==> src/sv/svgm_pkg.sv <==
// ----------------------------------------------------------------------------
// svgm_pkg
// Shared types and constants for the state vector gate and measure engine.
// ----------------------------------------------------------------------------
`default_nettype none

package svgm_pkg;

  localparam int MAX_QUBITS = 10;
  localparam int ADDR_W     = MAX_QUBITS;
  localparam int DEPTH      = 1 << MAX_QUBITS;
  localparam int CNT_W      = ADDR_W + 1;
  localparam int AMP_W      = 16;
  localparam int FRAC_W     = 14;
  localparam int DATA_W     = 2 * AMP_W;
  localparam int QB_W       = 4;
  localparam int SUM_W      = 2 * AMP_W + 2;
  localparam int SQ_W       = 2 * AMP_W;
  localparam int PROB_W     = SQ_W + MAX_QUBITS;
  localparam int RND_W      = 16;
  localparam int CMPV_W     = PROB_W + RND_W;
  localparam int SQRT_W     = 60;
  localparam int ROOT_W     = 30;
  localparam int QUOT_W     = 16;
  localparam int NUM_W      = ROOT_W + QUOT_W;
  localparam int SQRT_STEPS = 30;
  localparam int RN_SHIFT   = 22;

  localparam logic signed [AMP_W-1:0] AMP_ONE = AMP_W'(1 << FRAC_W);

  typedef enum logic [1:0] {
    CMD_RESET   = 2'd0,
    CMD_GATE    = 2'd1,
    CMD_MEASURE = 2'd2,
    CMD_READ    = 2'd3
  } cmd_e;

  localparam logic [1:0] ERR_NONE  = 2'd0;
  localparam logic [1:0] ERR_RANGE = 2'd1;
  localparam logic [1:0] ERR_ZERO  = 2'd2;

  typedef enum logic [4:0] {
    ST_CLR, ST_IDLE, ST_FIN, ST_RD,
    ST_G_RA, ST_G_RB, ST_G_CAP, ST_G_MUL, ST_G_SUM, ST_G_WA, ST_G_WB,
    ST_M_SUM, ST_M_DRN, ST_M_TOT, ST_M_MUL, ST_M_CMP, ST_M_SQRT, ST_M_LIM,
    ST_M_RD, ST_M_LAT, ST_M_CHK, ST_M_DIV, ST_M_WR
  } state_e;

endpackage

`default_nettype wire

==> src/sv/svgm_div.sv <==
// ----------------------------------------------------------------------------
// svgm_div
// Restoring divider, one quotient bit per cycle; quotient must fit QUOT_W bits.
// ----------------------------------------------------------------------------
`default_nettype none

module svgm_div
  import svgm_pkg::*;
(
  input  wire logic              clk_i,
  input  wire logic              rst_ni,
  input  wire logic              start_i,
  input  wire logic [NUM_W-1:0]  num_i,
  input  wire logic [ROOT_W-1:0] den_i,
  output logic                   done_o,
  output logic [QUOT_W-1:0]      quot_o
);

  logic [NUM_W-1:0]          rem_q, rem_d, dv_q, dv_d;
  logic [QUOT_W-1:0]         quo_q, quo_d;
  logic [$clog2(QUOT_W)-1:0] step_q, step_d;
  logic                      act_q, act_d, done_q, done_d;

  always_comb begin
    rem_d  = rem_q;
    dv_d   = dv_q;
    quo_d  = quo_q;
    step_d = step_q;
    act_d  = act_q;
    done_d = 1'b0;
    if (start_i) begin
      rem_d  = num_i;
      dv_d   = NUM_W'(den_i) << (QUOT_W - 1);
      quo_d  = '0;
      step_d = '0;
      act_d  = 1'b1;
    end else if (act_q) begin
      if (rem_q >= dv_q) begin
        rem_d = rem_q - dv_q;
        quo_d = {quo_q[QUOT_W-2:0], 1'b1};
      end else begin
        quo_d = {quo_q[QUOT_W-2:0], 1'b0};
      end
      dv_d   = dv_q >> 1;
      step_d = step_q + 1'b1;
      if (step_q == ($clog2(QUOT_W))'(QUOT_W - 1)) begin
        act_d  = 1'b0;
        done_d = 1'b1;
      end
    end
  end

  always_ff @(posedge clk_i or negedge rst_ni) begin
    if (!rst_ni) begin
      act_q  <= 1'b0;
      done_q <= 1'b0;
      step_q <= '0;
    end else begin
      act_q  <= act_d;
      done_q <= done_d;
      step_q <= step_d;
    end
  end

  always_ff @(posedge clk_i) begin
    rem_q <= rem_d;
    dv_q  <= dv_d;
    quo_q <= quo_d;
  end

  assign done_o = done_q;
  assign quot_o = quo_q;

endmodule

`default_nettype wire

==> config.mk <==
export PLATFORM = sky130hd
export DESIGN_NAME = svgm_div
export DESIGN_NICKNAME = d
export VERILOG_FILES = /design/src/sv/svgm_pkg.sv /design/src/sv/svgm_div.sv
export SDC_FILE = /design/constraint.sdc
export NUM_CORES = 1
export LEC_CHECK = 0
export BUFFER_PORTS_ARGS = -buffer_cell sky130_fd_sc_hd__buf_2
export CAP_MARGIN = 20
export CORE_ASPECT_RATIO = 2
export CORE_MARGIN = 4
export CORE_UTILIZATION = 45
export DETAILED_ROUTE_END_ITERATION = 8
export HOLD_SLACK_MARGIN = 0.1
export PLACE_DENSITY_LB_ADDON = 0.08
export SYNTH_ARGS = -nofsm -noshare
export SYNTH_HDL_FRONTEND = slang
export SYNTH_SLANG_ARGS = --single-unit
==> constraint.sdc <==
create_clock -name clk_i -period 5.1 [get_ports clk_i]
set_input_delay 0.255 -clock clk_i [delete_from_list [all_inputs] [get_ports clk_i]]
set_output_delay 0.255 -clock clk_i [all_outputs]
set_load 0.03 [all_outputs]
Word-level counts from Yosys, hierarchy flattened. Cells that the tools add are included.

Register bits: 113. Input bits: 79. Output and inout port bits: 17. Word-level logic and storage cells: 28.

Add/subtract/negate cells: 2. $lt $le $gt $ge: 1. Equal/unequal tests: 1. Muxes and demuxes: 14. Reduce and logical (&&, ||, !) cells: 3.

Operators with widths (number): 2-to-1 mux 46 bit (3); 2-to-1 mux 45 bit (2); >= comparator 46 x 45 -> 1 bit (1); subtractor 46 x 45 -> 46 bit (1); 2-to-1 mux 4 bit (2); 2-to-1 mux 1 bit (7); adder 4 x 1 -> 4 bit, second input constant (1); == test 4 bit, second input constant (1); nonzero test 2 bit (2); AND reduction 2 bit (1).

Logic depth before layout (Yosys ltp).
Word-level depth: 4. Gate-level depth with buffers: 12.

Worst setup path before layout. No wires, ideal clock.

Path kind: register -> register. From: register rem_q[0]. To: register rem_q[0], enable pin. Library setup time: 0.459 ns. Data arrival time: 4.647 ns. Required time: 4.641 ns. Setup slack: -0.007 ns. Cell stages (with the launch flop): 13. Buffers on the path: 0. Cell sequence: edfxtp_1 inv_1 ha_1 fa_1 nor2b_1 o21ai_0 a21oi_2 o21bai_4 o41ai_4 a21oi_2 o31ai_4 a41oi_2 o21bai_1.

Longest elaborated chain between the ends: 3.

RTL lines: from (decl) (line svgm_div.sv:19) `logic [NUM_W-1:0] rem_q, rem_d, dv_q, dv_d;`; from (signal assigned) (line svgm_div.sv:66) `rem_q <= rem_d;`; >= comparator 46 x 45 -> 1 bit (line svgm_div.sv:38) `if (rem_q >= dv_q) begin`; nonzero test 2 bit (no source line); AND reduction 2 bit (no source line).

Every way passes these cells. A chain may end at the register's enable or synchronous reset.

Final worst setup path.
From: register rem_q[0]. To: register rem_q[23], enable pin.

Same word-level chain as after synthesis.

==> tab_implementation.tex <==
\begin{tabular}{lr}
\hline
Metric & Value \\
\hline
\multicolumn{2}{l}{\textbf{Run status}} \\
Outcome & completed \\
\multicolumn{2}{l}{\textbf{Synthesis}} \\
Async S/R FF share, synth & 5.31\% \\
Ys flop type & sky130\_fd\_sc\_hd\_\_edfxtp\_1 \\
Cell area after technology mapping & 7400 um2 \\
Cell type contributing the most total cell area after synthesis & sky130\_fd\_sc\_hd\_\_edfxtp\_1 \\
Most frequent cells after synthesis & sky130\_fd\_sc\_hd\_\_nand2\_1 (96), sky130\_fd\_sc\_hd\_\_edfxtp\_1 (76), sky130\_fd\_sc\_hd\_\_o21ai\_0 (58) \\
Average cell area after synthesis & 9.20 um2 \\
Number of synthesized flops with an enable pin & 76 \\
Top post-synthesis cells by area & sky130\_fd\_sc\_hd\_\_edfxtp\_1 (31\%), sky130\_fd\_sc\_hd\_\_dfxtp\_1 (8.4\%), sky130\_fd\_sc\_hd\_\_ha\_1 (7.8\%) \\
Sequential cell area fraction in the yosys report & 41.2\% \\
Register bit total from synthesis & 113 \\
Number of instances in the synthesized netlist & 805 \\
Net count after synthesis & 931 \\
Post-synth top area share & 30.8\% \\
Most common cell in the synthesized netlist & sky130\_fd\_sc\_hd\_\_nand2\_1 \\
Count of unique library cells instantiated by Yosys & 63 \\
Number of synthesis warnings & 0 \\
\multicolumn{2}{l}{\textbf{CTS}} \\
Clock buffer count from CTS & 17 \\
Deepest level of the CTS H-tree & 4 \\
Root Buffer Master & sky130\_fd\_sc\_hd\_\_clkbuf\_16 \\
Sink Count & 113 \\
Insertion delay of the later-clocked pin in the worst-skew pair & 0.42 ns \\
Count of buffers added by post-CTS timing repair for setup & 0 \\
CTS clock-pin slew for the worst setup and hold paths & 0.06 ns \\
Largest buffer count on any clock path & 2 \\
Clock tree from TritonCTS & built \\
\multicolumn{2}{l}{\textbf{Global route}} \\
Global-route wire length before repair & 30.9 mm \\
Number of antenna violations at the first check in global routing & 0 \\
Global-route usage over all layers & 20.6\% \\
Via count of the first global-routing pass & 6324 \\
Pin count of the biggest net entering global routing & 82 \\
Grt total ovfl & 0 \\
\multicolumn{2}{l}{\textbf{Critical path}} \\
Crit path capture type & flop \\
Maximum fanout count along the critical path & 36 \\
Worst path required time & 5.21 ns \\
Maximum single-stage delay on the critical path & 0.47 ns \\
Startpoint-to-endpoint class of the critical path & flop to flop \\
Slowest stage cell, crit path & sky130\_fd\_sc\_hd\_\_o41ai\_4 \\
Worst path arrival time & 3.96 ns \\
List of cells traversed by the critical path & inv\_1 > ha\_1 > fa\_1 > nor2b\_1 > o21ai\_0 > a21oi\_2 > o21bai\_4 > o41ai\_4 > a21oi\_2 > o31ai\_4 > a41oi\_2 > o21bai\_4 > buf\_12 \\
Startpoint class of the critical path & flop \\
\multicolumn{2}{l}{\textbf{Hold path}} \\
Worst Hold Class & input pin to flop \\
\multicolumn{2}{l}{\textbf{Job}} \\
Max capacitance violation total & 0 \\
\multicolumn{2}{l}{\textbf{Power and ir drop}} \\
Leakage Power & 0.00396 uW \\
Share of total power in sequential cells & 26.5\% \\
Comb pwr share & 50.8\% \\
Clock network fraction of design power & 22.7\% \\
Ratio of total power to cell area & 603 nW/um2 \\
Post-layout total power & 5220 uW \\
Psw & 2110 uW \\
Net switching share of the total power & 40.5\% \\
IR drop worst, VDD & 0.348 mV \\
Cell internal power dissipation & 3110 uW \\
\multicolumn{2}{l}{\textbf{Timing}} \\
Max Slew Vio Count & 0 \\
RSZ-0062 raised after global routing & no \\
Number of hold violations in the final report & 0 \\
Worst max-slew margin expressed relative to the limit & 35.2\% \\
Highest clock rate & 260 MHz \\
Worst setup margin & 1.25 ns \\
Finish-stage setup viols & 0 \\
Tightest Pin Transition & 0.969 ns \\
Clock skew after layout & 0.00752 ns \\
Sum of negative setup slack & 0 ns \\
Clock period minus worst slack & 3.85 ns \\
Period Utilization, post-route & 75.4\% \\
\multicolumn{2}{l}{\textbf{Route}} \\
Detailed-routing iteration count for the pre-antenna-repair pass & 5 \\
Ratio of routed vias to standard cells & 5.55 \\
Uppermost layer routed & met4 \\
Routed length per instance & 17.2 um \\
Count of vias placed by the detailed router & 6078 \\
Routed WL & 18.9 mm \\
Met2 wire len & 10.5 mm \\
Count of routing violations after the opening detailed-route iteration & 273 \\
Detailed-route wire length on metal 1 & 7.27 mm \\
Routed wire length on met3 & 646 um \\
Drt drc & 0 \\
Remaining number of nets flagged by the antenna check after routing & 0 \\
\multicolumn{2}{l}{\textbf{Floorplan}} \\
Number of placed I/O pins & 96 \\
Total core area & 16200 um2 \\
Area enclosed by the die boundary & 18700 um2 \\
Row cnt & 66 \\
Height of the die & 189 um \\
Die Wd & 98.7 um \\
Initial standard-cell utilization of the core & 45.7\% \\
\multicolumn{2}{l}{\textbf{Cells and area}} \\
Total inserted antenna cells & 0 \\
Finished Core Util & 53.5\% \\
Sequential cell area & 3050 um2 \\
Multi-input combinational cell area & 3940 um2 \\
Number of nets in the finished design & 1005 \\
Synth-to-Final Area Change & 17.0\% \\
Fraction of layout cells with a size suffix above 1 & 16.7\% \\
Number of inserted filler cells in the final layout & 1524 \\
\multicolumn{2}{l}{\textbf{Placed design}} \\
DP HPWL & 14.0 mm \\
GPL Wtd Cong & 0.881 \\
Setup slack after placement & 1.25 ns \\
Quantity of I/O buffers inserted on ports & 95 \\
\hline
\end{tabular}
## cell type report
| class | instances | share of cell area (%) |
|---|---|---|
| sequential | 113 | 35.2 |
| timing repair buffer | 107 | 6.93 |
| inverter | 56 | 2.43 |
| tap | 204 | 2.95 |
| clock inverter | 11 | 0.996 |
| clock buffer | 21 | 5.94 |
| multi-input combinational | 584 | 45.5 |
## routing by layer
| metal | up-vias | GRT usage, % |
|---|---|---|
| li1 | 3060 | - |
| met1 | 2862 | 22.1 |
| met2 | 128 | 39.6 |
| met3 | 28 | 3.02 |
| met4 | 0 | 8.10 |
| met5 | - | 0 |
## placed cells by master (no fill, tap or decap), drive strengths merged, types with 18 or more instances in the layout
cell    instances
buf            99
nand2          96
edfxtp         76
inv            62
o21ai          60
nor2           57
a21oi          48
ha             46
a21o           37
mux2i          33
dfxtp          31
xnor2          25
o31ai          23
clkbuf         21
nand4          18
## stage by stage
step / hold WS [ns] / cells / instance area (um2)
detailed placement: 0.0933 / 1056 / 7980
finish: 0.111 / 1096 / 8660
global placement: 0.0839 / 1056 / 7980
CTS: 0.100 / 1096 / 8660
floorplan: -0.0406 / 805 / 7410
global route: 0.116 / 1096 / 8660
## state kept, by name, summed over array words and instances, names as in the netlist
signal  count
dv_q       45
rem_q      46
step_q      4
done_o      1
quot_o     16
act_q       1
## cells by family (layout without fill, tap and decap cells)
logic type	count (synthesis)	after routing	synth area share (%)
AOI/OAI and AO/OA	232	232	21.2
xor gates and xnor gates	42	42	4.97
adders and majority gates	47	47	8.04
buffers and inverters	108	195	5.64
DFF	113	113	41.2
muxes	35	35	4.77
and+or+nand+nor	228	228	14.1
## final timing paths
check	from	endpoint	slack, ns	cells after the start
min in group asynchronous	rst_ni	step_q[0]	0.19	2
min	num_i[3]	rem_q[3]	0.11	3
max in group asynchronous	rst_ni	act_q	4.74	2
max	rem_q[0]	rem_q[23]	1.25	13
max reg2reg	rem_q[0]	rem_q[23]	1.25	13
min reg2reg	quot_o[15]	quot_o[15]	0.50	2
## power groups by stage
stage | registers, uW | clock network [uW] | logic, uW
after floorplan | 1380 | 0 | 2030
after global placement | 1390 | 0 | 2610
after detailed placement | 1400 | 0 | 2630
after CTS | 1390 | 1210 | 2650
after global routing | 1400 | 1260 | 2930
final | 1380 | 1190 | 2650
## critical path, delay by kind of cell (launching register included)
family / cells / cell delay [ns]
buffers and inverters: 2 / 0.33
adder cells (fa/ha/maj): 2 / 0.63
AO/OA/AOI/OAI: 8 / 2.05
flip-flops: 1 / 0.32
AND/OR/NAND/NOR: 1 / 0.17
## timing repair
item | 4_1_cts | 5_1_grt
setup endpoints to repair | 0 | 0
resized for setup | 0 | 0
hold buffers | 8 | 0
hold endpoints to repair | 13 | 0
No activity file was read; power rests on OpenSTA's default activity.
